`src/hdl/nsc_pkg.sv`:
```
// Shared types, constants and tag tables for the NMEA sentence checker.
`default_nettype none
package nsc_pkg;

	// Field widths fixed by the sentence format.
	localparam int CharW   = 8;
	localparam int LenW    = 10;
	localparam int KindW   = 4;
	localparam int WaitW   = 8;
	localparam int TagCount = 8;

	// Reset value of the body length limit.
	localparam logic [LenW-1:0] MAX_BODY_LEN_RST = 10'd500;

	// Sentence kinds reported on the result channel.
	localparam logic [KindW-1:0] KIND_NONE = 4'd0;
	localparam logic [KindW-1:0] KIND_TXFK = 4'd1;
	localparam logic [KindW-1:0] KIND_ZTXX = 4'd7;

	// Special characters of the sentence format.
	localparam logic [CharW-1:0] CH_DOLLAR = 8'h24;
	localparam logic [CharW-1:0] CH_STAR   = 8'h2A;
	localparam logic [CharW-1:0] CH_COMMA  = 8'h2C;
	localparam logic [CharW-1:0] CH_ZERO   = 8'h30;
	localparam logic [CharW-1:0] CH_NINE   = 8'h39;
	localparam logic [CharW-1:0] CH_NUL    = 8'h00;

	// Tag text, one row per kind in kind order, padded with zeros.
	localparam logic [CharW-1:0] TAG_TEXT [TagCount][8] = '{
		'{"T", "X", "F", "K", 8'h00, 8'h00, 8'h00, 8'h00},
		'{"D", "W", "F", "K", 8'h00, 8'h00, 8'h00, 8'h00},
		'{"T", "X", "X", "X", 8'h00, 8'h00, 8'h00, 8'h00},
		'{"D", "W", "X", "X", 8'h00, 8'h00, 8'h00, 8'h00},
		'{"G", "P", "R", "M", "C", 8'h00, 8'h00, 8'h00},
		'{"Y", "H", "X", "X", 8'h00, 8'h00, 8'h00, 8'h00},
		'{"Z", "T", "X", "X", 8'h00, 8'h00, 8'h00, 8'h00},
		'{"S", "J", "X", "X", 8'h00, 8'h00, 8'h00, 8'h00}
	};
	localparam logic [2:0] TAG_LEN [TagCount] = '{
		3'd4, 3'd4, 3'd4, 3'd4, 3'd5, 3'd4, 3'd4, 3'd4
	};

	// One input beat.
	typedef struct packed {
		logic [CharW-1:0] char_in;
		logic             is_last;
	} in_beat_t;

	// One result beat.
	typedef struct packed {
		logic             checksum_ok;
		logic [KindW-1:0] sentence_kind;
		logic             link_ready;
		logic [WaitW-1:0] wait_seconds;
		logic             send_confirmed;
	} out_beat_t;

	// Hex digit decode; any byte decodes, lowercase included.
	function automatic logic [3:0] hex_nibble(input logic [CharW-1:0] c);
		logic [CharW-1:0] v;
		v = c - CH_ZERO;
		if (v > 8'd9) begin
			v = v - 8'd7;
		end
		return v[3:0];
	endfunction

endpackage
`default_nettype wire

```
`src/hdl/nsc_parse.sv`:
```
// Per-sentence parse state: start, body XOR, length, tags, fields and verdict.
`default_nettype none
module nsc_parse (
	input  wire logic                         clk,
	input  wire logic                         arst_n,
	input  wire logic                         step,
	input  wire nsc_pkg::in_beat_t            beat,
	input  wire logic [nsc_pkg::LenW-1:0]     max_body_len,
	output nsc_pkg::out_beat_t                verdict
);

	typedef enum logic [2:0] {
		PH_START,
		PH_BODY,
		PH_HI,
		PH_LO,
		PH_DONE
	} phase_t;

	phase_t                          phase_q, n_phase;
	logic [nsc_pkg::CharW-1:0]       xor_q, n_xor;
	logic [nsc_pkg::LenW-1:0]        count_q, n_count;
	logic [3:0]                      hi_q, n_hi;
	logic [nsc_pkg::CharW-1:0]       rsum_q, n_rsum;
	logic [nsc_pkg::TagCount-1:0]    mask_q, n_mask;
	logic [3:0]                      field_q, n_field;
	logic [2:0]                      cif_q, n_cif;
	logic                            user_q, n_user;
	logic                            station_q, n_station;
	logic [nsc_pkg::WaitW-1:0]       wait_q, n_wait;
	logic                            confirm_q, n_confirm;
	logic                            reject_q, n_reject;
	logic                            live_q, n_live;

	logic [nsc_pkg::CharW-1:0]       c;
	logic                            over_len;
	logic [nsc_pkg::TagCount-1:0]    len_match;
	logic [nsc_pkg::TagCount-1:0]    char_match;
	logic [11:0]                     wait_sum;
	logic                            ok;
	logic [nsc_pkg::KindW-1:0]       kind;

	assign c = beat.char_in;

	// Body length check and wait accumulator arithmetic.
	assign over_len = {1'b0, count_q} > ({1'b0, max_body_len} + 11'd1);
	assign wait_sum = {1'b0, wait_q, 3'b000} + {3'b000, wait_q, 1'b0}
		+ {4'b0000, c - nsc_pkg::CH_ZERO};

	// Tag comparison against the current position of the first field.
	always_comb begin
		for (int k = 0; k < nsc_pkg::TagCount; k++) begin
			len_match[k]  = nsc_pkg::TAG_LEN[k] == cif_q;
			char_match[k] = (cif_q < nsc_pkg::TAG_LEN[k])
				&& (nsc_pkg::TAG_TEXT[k][cif_q] == c);
		end
	end

	// Next sentence state for the byte in hand.
	always_comb begin
		n_phase   = phase_q;
		n_xor     = xor_q;
		n_count   = count_q;
		n_hi      = hi_q;
		n_rsum    = rsum_q;
		n_mask    = mask_q;
		n_field   = field_q;
		n_cif     = cif_q;
		n_user    = user_q;
		n_station = station_q;
		n_wait    = wait_q;
		n_confirm = confirm_q;
		n_reject  = reject_q;
		n_live    = live_q;
		if (!reject_q) begin
			unique case (phase_q)
				PH_START: begin
					if (c == nsc_pkg::CH_DOLLAR) begin
						n_phase = PH_BODY;
					end else begin
						n_reject = 1'b1;
					end
				end
				PH_BODY: begin
					if (c == nsc_pkg::CH_STAR) begin
						if (field_q == 4'd0) begin
							n_mask = mask_q & len_match;
						end
						n_phase = PH_HI;
					end else if (c == nsc_pkg::CH_NUL || over_len) begin
						n_reject = 1'b1;
					end else begin
						n_xor = xor_q ^ c;
						if (count_q != {nsc_pkg::LenW{1'b1}}) begin
							n_count = count_q + 10'd1;
						end
						if (c == nsc_pkg::CH_COMMA) begin
							if (field_q == 4'd0) begin
								n_mask = mask_q & len_match;
							end
							if (field_q != 4'd15) begin
								n_field = field_q + 4'd1;
							end
							n_cif  = 3'd0;
							n_live = 1'b1;
						end else begin
							if (field_q == 4'd0) begin
								n_mask = mask_q & char_match;
							end else begin
								if (cif_q == 3'd0 && c == nsc_pkg::CH_ZERO) begin
									if (field_q == 4'd1) n_user    = 1'b1;
									if (field_q == 4'd2) n_confirm = 1'b1;
									if (field_q == 4'd3) n_station = 1'b1;
								end
								if (field_q == 4'd5 && live_q) begin
									if (c >= nsc_pkg::CH_ZERO && c <= nsc_pkg::CH_NINE) begin
										n_wait = (wait_sum > 12'd255) ? 8'd255 : wait_sum[7:0];
									end else begin
										n_live = 1'b0;
									end
								end
							end
							if (cif_q != 3'd7) begin
								n_cif = cif_q + 3'd1;
							end
						end
					end
				end
				PH_HI: begin
					if (c == nsc_pkg::CH_NUL) begin
						n_reject = 1'b1;
					end else begin
						n_hi    = nsc_pkg::hex_nibble(c);
						n_phase = PH_LO;
					end
				end
				PH_LO: begin
					if (c == nsc_pkg::CH_NUL) begin
						n_reject = 1'b1;
					end else begin
						n_rsum  = {hi_q, nsc_pkg::hex_nibble(c)};
						n_phase = PH_DONE;
					end
				end
				PH_DONE: begin
				end
				default: begin
				end
			endcase
		end
	end

	// Verdict from the state after this byte; the lowest matching tag wins.
	always_comb begin
		ok   = !n_reject && n_phase == PH_DONE && n_rsum == n_xor;
		kind = nsc_pkg::KIND_NONE;
		if (ok) begin
			for (int k = nsc_pkg::TagCount - 1; k >= 0; k--) begin
				if (n_mask[k]) begin
					kind = nsc_pkg::KindW'(k + 1);
				end
			end
		end
		verdict.checksum_ok    = ok;
		verdict.sentence_kind  = kind;
		verdict.link_ready     = kind == nsc_pkg::KIND_ZTXX && n_user && n_station
			&& n_wait == 8'd0;
		verdict.wait_seconds   = (kind == nsc_pkg::KIND_ZTXX && n_user && n_station)
			? n_wait : 8'd0;
		verdict.send_confirmed = kind == nsc_pkg::KIND_TXFK && n_confirm;
	end

	// Sentence state; it returns to its start values after the last byte.
	always_ff @(posedge clk or negedge arst_n) begin
		if (!arst_n) begin
			phase_q   <= PH_START;
			xor_q     <= '0;
			count_q   <= '0;
			hi_q      <= '0;
			rsum_q    <= '0;
			mask_q    <= '1;
			field_q   <= '0;
			cif_q     <= '0;
			user_q    <= 1'b0;
			station_q <= 1'b0;
			wait_q    <= '0;
			confirm_q <= 1'b0;
			reject_q  <= 1'b0;
			live_q    <= 1'b1;
		end else if (step) begin
			if (beat.is_last) begin
				phase_q   <= PH_START;
				xor_q     <= '0;
				count_q   <= '0;
				hi_q      <= '0;
				rsum_q    <= '0;
				mask_q    <= '1;
				field_q   <= '0;
				cif_q     <= '0;
				user_q    <= 1'b0;
				station_q <= 1'b0;
				wait_q    <= '0;
				confirm_q <= 1'b0;
				reject_q  <= 1'b0;
				live_q    <= 1'b1;
			end else begin
				phase_q   <= n_phase;
				xor_q     <= n_xor;
				count_q   <= n_count;
				hi_q      <= n_hi;
				rsum_q    <= n_rsum;
				mask_q    <= n_mask;
				field_q   <= n_field;
				cif_q     <= n_cif;
				user_q    <= n_user;
				station_q <= n_station;
				wait_q    <= n_wait;
				confirm_q <= n_confirm;
				reject_q  <= n_reject;
				live_q    <= n_live;
			end
		end
	end

	// Once rejected, a sentence never leaves its phase until it ends.
	a_reject_freezes: assert property (@(posedge clk) disable iff (!arst_n)
		reject_q && step && !beat.is_last |=> reject_q && phase_q == $past(phase_q))
		else $error("rejected sentence changed phase");

	// The tag mask only loses candidates within a sentence.
	a_mask_shrinks: assert property (@(posedge clk) disable iff (!arst_n)
		step && !beat.is_last |=> (mask_q & ~$past(mask_q)) == '0)
		else $error("tag mask gained a candidate");

	// Counted body bytes only grow past the start of the body.
	a_count_zero_at_start: assert property (@(posedge clk) disable iff (!arst_n)
		phase_q == PH_START |-> count_q == '0 && xor_q == '0)
		else $error("body state set before the dollar sign");

endmodule
`default_nettype wire

```
`config.mk`:
```
export PLATFORM = sky130hd
export DESIGN_NAME = nsc_parse
export DESIGN_NICKNAME = d
export VERILOG_FILES = /design/src/hdl/nsc_pkg.sv /design/src/hdl/nsc_parse.sv
export SDC_FILE = /design/constraint.sdc
export NUM_CORES = 1
export LEC_CHECK = 0
export BUFFER_PORTS_ARGS = -buffer_cell sky130_fd_sc_hd__buf_2
export CAP_MARGIN = 20
export CORE_MARGIN = 4
export CORE_UTILIZATION = 62
export DETAILED_ROUTE_END_ITERATION = 10
export PLACE_DENSITY_LB_ADDON = 0.1
export SYNTH_ARGS = -nofsm -noshare
export SYNTH_HDL_FRONTEND = slang
export SYNTH_SLANG_ARGS = --single-unit
```
`constraint.sdc`:
```
create_clock -name clk -period 6.4 [get_ports clk]
set_input_delay 1.28 -clock clk [delete_from_list [all_inputs] [get_ports clk]]
set_output_delay 1.28 -clock clk [all_outputs]
set_load 0.01 [all_outputs]
```
==> out/metrics.cfg, run 1 <==
[place]
dp_hpwl_um=13110
place_ws_ps=-247.8
gp_congestion=0.9546
port_buffers=36
dp_cells=852
dpl-instance-area_um2=6195

[job]
maxCapViolCount=0

[grt]
grt.overflow.total=0
antenna_found_initial=1
grt_pass1_wl_um=28530
grt.total_usage_pct=32.22
grt_pass1_vias=5667
grt_max_degree=39

[sta]
period_share_pct=100.1
max-slew-margin-rel_pct=43.28
fin_crit_ps=6408
maxSlewViolCount=0
max_freq_mhz=156.1
worst_pin_slew_ps=841.9
finalSetupViolCount=1
fin_worst_skew_ps=9.742
rsz0062_at_grt=yes
fin_ws_ps=-7.840
hold_viol_final=0
finalSetupTns_ps=-7.840

[yosys]
synth.avg_cell_area_um2=8.112
syn_nets=780
synth_compound_area_share_pct=23.55
synth_edf_count=0
synth-xor-area-share_pct=6.950
ys_seq_area_share_pct=26.78
synth_simple_gate_area_share_pct=25.40
async_reset_ff_share_pct=100.0
synthAdderAreaFrac_pct=11.68
synthMuxAreaShare_pct=1.264
ys_ff_latch=61
ys_types=71
synth_cells=708
syn_area_um2=5743
yosysWarnings=0
synth_top_family_by_area=simple AND/OR/NAND/NOR gates
synth_flop_cell=dfrtp_1

[final_layout]
layout_common_cells=71 x nor2_1, 52 x dfrtp_1, 51 x nand2_1, 51 x o21ai_0, 44 x a21oi_1
area_delta_synth_final_pct=16.62
final_nets=836
final_common_cell=nor2_1
finish.utilization_pct=75.69
filler_cell_count=675
insertedDiodeCount=0
final_cells=877
design_area_um2=6698
layout-drive-gt1-share_pct=19.77

[worst_setup_path]
criticalPathCategory=primary input to output pin
cp.arrival_ps=5130
cp-start-kind=primary input
crit_slowest_cell=or4_4
crit_fanout=7
path_cells=buf_2 -> nand3_1 -> nor2_4 -> nand3_1 -> xor2_1 -> ha_1 -> nand2_2 -> or4_4 -> and3_4 -> a2111oi_4 -> xnor3_1 -> a211oi_2 -> nand4b_1 -> or3_4 -> buf_12 -> nor3_2 -> buf_2
slowest_delay_ps=540
required_ps=5120
end_kind=output pin
reg2regPathDepth=12
crit_family=simple AND/OR/NAND/NOR gates
cp_num_buf_inv=3
crit_cells=17

[die]
start_util_pct=64.90
num_rows=34
die_w_um=104.2
die_area_um2=10870
coreArea_um2=8848
pin_count=37
die_y_um=104.2

[clock_tree]
clockBufferDepth=2
htree_levels=3
cts_tree=done
cts_buffers=9
cts.sinks=61
worstSkewPairLatency_ps=350
ctsHoldBuffers=0
cts_root_buf=clkbuf_8
clk_pin_slew_ps=80

[min_path]
hold_path_depth=2
hp-class=register to register

[routing]
wirelength_um=17850
drc=0
first_iter_violations=712
wl_per_cell_um=20.35
drt-met1-wl_um=7504
vias_per_cell=6.747
wl_met3_um=1650
antenna_left=0
dr.pass1.iters=7
wl_met2_um=8203
vias=5917
top_layer_used=met5

[pwr]
p_leak_uw=0.002905
ir_drop_v=0.0001480
power.density_nw_per_um2=176.5

[status]
status=finished with violations
violations=setup timing

-- state kept, by name, indices dropped and copies added, names as in the netlist, 3 cells and up --
name and count:
rsum_q 8, count_q 10, mask_q 8, hi_q 4, cif_q 3, phase_q 3, wait_q 8, xor_q 8
field_q 4
-- synth_stat cells (6+ instances only) --
master	n	area (um2)
o2bb2ai_1	12	105.1
nand4_1	14	87.58
nor2b_1	7	43.79
a22o_1	10	87.58
or3_1	8	50.05
ha_1	44	550.5
o31ai_1	13	97.59
xor2_1	17	148.9
nand2_1	52	195.2
o21a_1	7	52.55
or4_1	7	52.55
nand2b_1	11	68.82
o21ai_0	51	255.2
nor3_1	24	120.1
dfrtp_1	52	1301
xnor2_1	26	227.7
a22oi_1	6	45.04
a31oi_1	13	81.33
inv_1	26	97.59
and3_1	8	50.05
fa_1	6	120.1
nor3b_1	6	45.04
clkbuf_1	31	116.4
nor4_1	11	68.82
dfstp_2	9	236.5
a21oi_1	45	225.2
nor2_1	75	281.5
nand3_1	30	150.1
-- repair_timing --
| item | CTS | global route |
|---|---|---|
| setup endpoints to repair | 14 | 15 |
| pin swaps | 4 | 23 |
| setup buffers | 1 | 7 |
| resized for setup | 5 | 42 |
-- path summary, 6_finish.rpt --
kind	from	endpoint	slack [ps]
setup / recovery	max_body_len[3]	verdict[7]	-8
hold / removal	mask_q[5]$_DFFE_PN1P_	mask_q[5]$_DFFE_PN1P_	480
setup reg to reg	count_q[5]$_DFFE_PN0P_	cif_q[0]$_DFFE_PN0P_	2330
hold reg to reg	mask_q[5]$_DFFE_PN1P_	mask_q[5]$_DFFE_PN1P_	480
max in group asynchronous	arst_n	mask_q[5]$_DFFE_PN1P_	4480
min in group asynchronous	arst_n	wait_q[4]$_DFFE_PN0P_	950
-- power by group --
part | switching (uW) | internal, uW | leakage (uW) | total [uW]
sequential | 36.4 | 413 | 0.000808 | 449
combinational | 232 | 146 | 0.00199 | 378
clock | 174 | 182 | 0.000104 | 356
-- metrics by stage --
| stage | hold slack, ps | total power (uW) |
|---|---|---|
| after floorplan | 448.1 | 691.1 |
| after global routing | 505.0 | 1241 |
| after global placement | 460.7 | 792.0 |
| final | 478.3 | 1182 |
| after CTS | 476.0 | 1157 |
| after detailed placement | 464.4 | 805.8 |
-- metal layers --
metal | global-route usage [%] | up-vias
li1 | - | 2728
met1 | 43.88 | 2811
met2 | 50.32 | 325
met3 | 7.076 | 51
met4 | 11.87 | 2
met5 | 0 | -
-- cells by family (layout without fill, tap and decap cells) --
family / Yosys count / after routing
AOI/OAI and AO/OA: 201 / 201
xor gates and xnor gates: 44 / 44
adders and majority gates: 50 / 50
buffers and inverters: 64 / 125
DFF: 61 / 61
muxes: 7 / 7
and+or+nand+nor: 281 / 281
-- tightest hold or removal path: stages, from the launching register on --
cell and delay, ps:
dfstp_2 370, o31ai_1 60, nand2_1 50
-- cell type report --
cell class / count / area (um2) / share of cell area (%)
Clock buffer: 9 / 123.9 / 1.849
Clock inverter: 7 / 75.07 / 1.121
Inverter: 28 / 108.9 / 1.625
Multi-Input combinational cell: 583 / 4160 / 62.11
Sequential cell: 61 / 1538 / 22.96
Tap cell: 108 / 135.1 / 2.018
Timing Repair Buffer: 81 / 556.8 / 8.313
Note: power is estimated with default switching activity, not from simulation.
==> run 2, diff against run 1 <==
--- a/config.mk
+++ b/config.mk
@@ -7,10 +7,13 @@
 export LEC_CHECK = 0
 export BUFFER_PORTS_ARGS = -buffer_cell sky130_fd_sc_hd__buf_2
 export CAP_MARGIN = 20
+export CORE_ASPECT_RATIO = 1.75
 export CORE_MARGIN = 4
-export CORE_UTILIZATION = 62
+export CORE_UTILIZATION = 64
+export CTS_BUF_LIST = sky130_fd_sc_hd__clkbuf_8
 export DETAILED_ROUTE_END_ITERATION = 10
 export PLACE_DENSITY_LB_ADDON = 0.1
+export SKIP_CTS_REPAIR_TIMING = 1
 export SYNTH_ARGS = -nofsm -noshare
 export SYNTH_HDL_FRONTEND = slang
 export SYNTH_SLANG_ARGS = --single-unit
==> out/metrics.cfg, run 2 (synthesis results as in run 1) <==
[worst_setup_path]
cp-start-kind=primary input  ; unchanged
cp_num_buf_inv=2  ; was 3
slowest_delay_ps=540  ; about the same
criticalPathCategory=primary input to output pin  ; unchanged
crit_fanout=6  ; was 7
crit_family=simple AND/OR/NAND/NOR gates  ; unchanged
path_cells=buf_8 -> ha_4 -> nand3_4 -> nor2_4 -> and3_4 -> xnor2_2 -> ha_1 -> nand2_1 -> or4_4 -> and3_4 -> a2111oi_4 -> xnor3_1 -> a211oi_2 -> nand4b_1 -> or3_4 -> a2111oi_4 -> buf_2  ; was buf_2 -> nand3_1 -> nor2_4 -> nand3_1 -> xor2_1 -> ha_1 -> nand2_2 -> or4_4 -> and3_4 -> a2111oi_4 -> xnor3_1 -> a211oi_2 -> nand4b_1 -> or3_4 -> buf_12 -> nor3_2 -> buf_2
required_ps=5120  ; about the same
rr_startpoint=count_q[2]$_DFFE_PN0P_  ; was count_q[5]$_DFFE_PN0P_
cp.arrival_ps=5090  ; was 5130 ps
reg2regPathDepth=11  ; was 12
r2r_setup_slack_ps=2430  ; was 2330 ps
crit_slowest_cell=or3_4  ; was or4_4
rr_endpoint=cif_q[0]$_DFFE_PN0P_  ; unchanged
end_kind=output pin  ; unchanged

[sta]
fin_crit_ps=6374  ; was 6408 ps
rsz0062_at_grt=yes  ; unchanged
finalSetupViolCount=0  ; was 1
worst_pin_slew_ps=830.8  ; was 841.9 ps
max-slew-margin-rel_pct=43.83  ; was 43.28%
fin_ws_ps=25.85  ; was -7.840 ps
max_freq_mhz=156.9  ; was 156.1 MHz
hold_ws_ps=489.5  ; was 478.3 ps
maxSlewViolCount=0  ; unchanged
period_share_pct=99.60  ; was 100.1%
fin_worst_skew_ps=16.57  ; was 9.742 ps
hold_viol_final=0  ; unchanged

[routing]
vias_per_cell=6.868  ; was 6.747
drc=0  ; unchanged
dr.pass1.iters=5  ; was 7
wirelength_um=18320  ; was 17850 um
wl_per_cell_um=20.77  ; was 20.35 um
antenna_left=0  ; unchanged
first_iter_violations=503  ; was 712
vias=6058  ; was 5917

[die]
die_y_um=133.3  ; was 104.2 um
num_rows=45  ; was 34
coreArea_um2=8727  ; was 8848 um2
die_area_um2=10610  ; was 10870 um2
pin_count=37  ; unchanged
die_w_um=79.61  ; was 104.2 um
start_util_pct=65.81  ; was 64.90%

[final_layout]
area_delta_synth_final_pct=15.80  ; was 16.62%
regArea_um2=1538  ; unchanged
layout-drive-gt1-share_pct=18.43  ; was 19.77%
regMostFlops=count_q  ; unchanged
final_nets=833  ; was 836
filler_cell_count=668  ; was 675
finish.utilization_pct=76.20  ; was 75.69%
insertedDiodeCount=0  ; unchanged
multi_input_area_um2=4108  ; was 4160 um2
final_common_cell=nor2_1  ; unchanged
largest_register_ffs=10  ; unchanged
final_cells=882  ; was 877
layout_common_cells=73 x nor2_1, 52 x dfrtp_1, 51 x nand2_1, 51 x o21ai_0, 43 x a21oi_1  ; was 71 x nor2_1, 52 x dfrtp_1, 51 x nand2_1, 51 x o21ai_0, 44 x a21oi_1

[grt]
grt_pass1_vias=5519  ; was 5667
grt_max_degree=34  ; was 39
grt.overflow.total=0  ; unchanged
grt_pass1_wl_um=27740  ; was 28530 um
grt.total_usage_pct=33.34  ; was 32.22%
antenna_found_initial=0  ; was 1

[clock_tree]
cts_tree=done  ; unchanged
cts.sinks=61  ; unchanged
clk_pin_slew_ps=70  ; was 80 ps
cts_root_buf=clkbuf_8  ; unchanged
worstSkewPairLatency_ps=360  ; was 350 ps
cts_buffers=9  ; unchanged
htree_levels=3  ; unchanged
clockBufferDepth=2  ; unchanged

[pwr]
p_leak_uw=0.002824  ; was 0.002905 uW
power.density_nw_per_um2=183.5  ; was 176.5 nW/um2
ir_drop_v=0.0001881  ; was 0.0001480 V

[job]
maxCapViolCount=0  ; unchanged

[place]
place_ws_ps=-277.2  ; was -247.8 ps
dp_hpwl_um=13320  ; was 13110 um
gp_congestion=1.006  ; was 0.9546
port_buffers=36  ; unchanged
dp_cells=861  ; was 852

[min_path]
hp-class=register to register  ; unchanged
hold_end=rsum_q[3]$_DFFE_PN0P_  ; was mask_q[5]$_DFFE_PN1P_
hp-start=rsum_q[3]$_DFFE_PN0P_  ; was mask_q[5]$_DFFE_PN1P_
hold_path_depth=1  ; was 2

[status]
status=complete, no violations  ; was finished with violations

-- run 2: cell type report --
class,count,area share [%]
Clock buffer,10,2.070
Clock inverter,5,1.129
Inverter,28,1.580
Multi-Input combinational cell,584,61.77
Sequential cell,61,23.12
Timing Repair Buffer,77,8.128
Tap cell,117,2.201
-- run 2: power by group --
group          internal (uW)  switching, uW
registers                413           35.6
clock network            226            162
logic                    147            236
total                    786            434
-- run 2: how the worst max path moves through the flow --
stage               slack, ps           to  depth (start not counted)            start
global route             -120  verdict[12]                         17  max_body_len[1]
floorplan                 130   verdict[0]                         16  max_body_len[0]
finish                     30  verdict[12]                         17  max_body_len[1]
global placement         -180   verdict[0]                         17  max_body_len[0]
detailed placement       -280   verdict[0]                         17  max_body_len[0]
CTS                      -300   verdict[0]                         17  max_body_len[0]
-- run 2: worst register-to-register path: stages (launching register included) --
cell,delay [ps]
dfrtp_1,440
ha_1,370
nand2_1,90
or4_4,540
and3_4,210
buf_4,150
a21o_1,200
buf_4,160
o21ai_0,590
nand2_1,440
nor4_1,500
mux2_2,250
-- run 2: metal layers --
| layer | up-vias | global-route usage [%] | routed length, um |
|---|---|---|---|
| met5 | - | 0 | 0 |
| met4 | 0 | 17.97 | 1127 |
| met3 | 89 | 5.819 | 1290 |
| met2 | 333 | 57.02 | 9028 |
| met1 | 2903 | 38.76 | 6871 |
| li1 | 2733 | - | - |
-- run 2: per-stage QoR --
stage               cell area, um2  setup TNS (ps)  total power (uW)
detailed placement            6197           -2146             809.3
floorplan                     5743               0             691.1
global route                  6650          -648.5              1270
finish                        6650               0              1220
CTS                           6410           -2452              1193
global placement              6186          -907.5             798.4
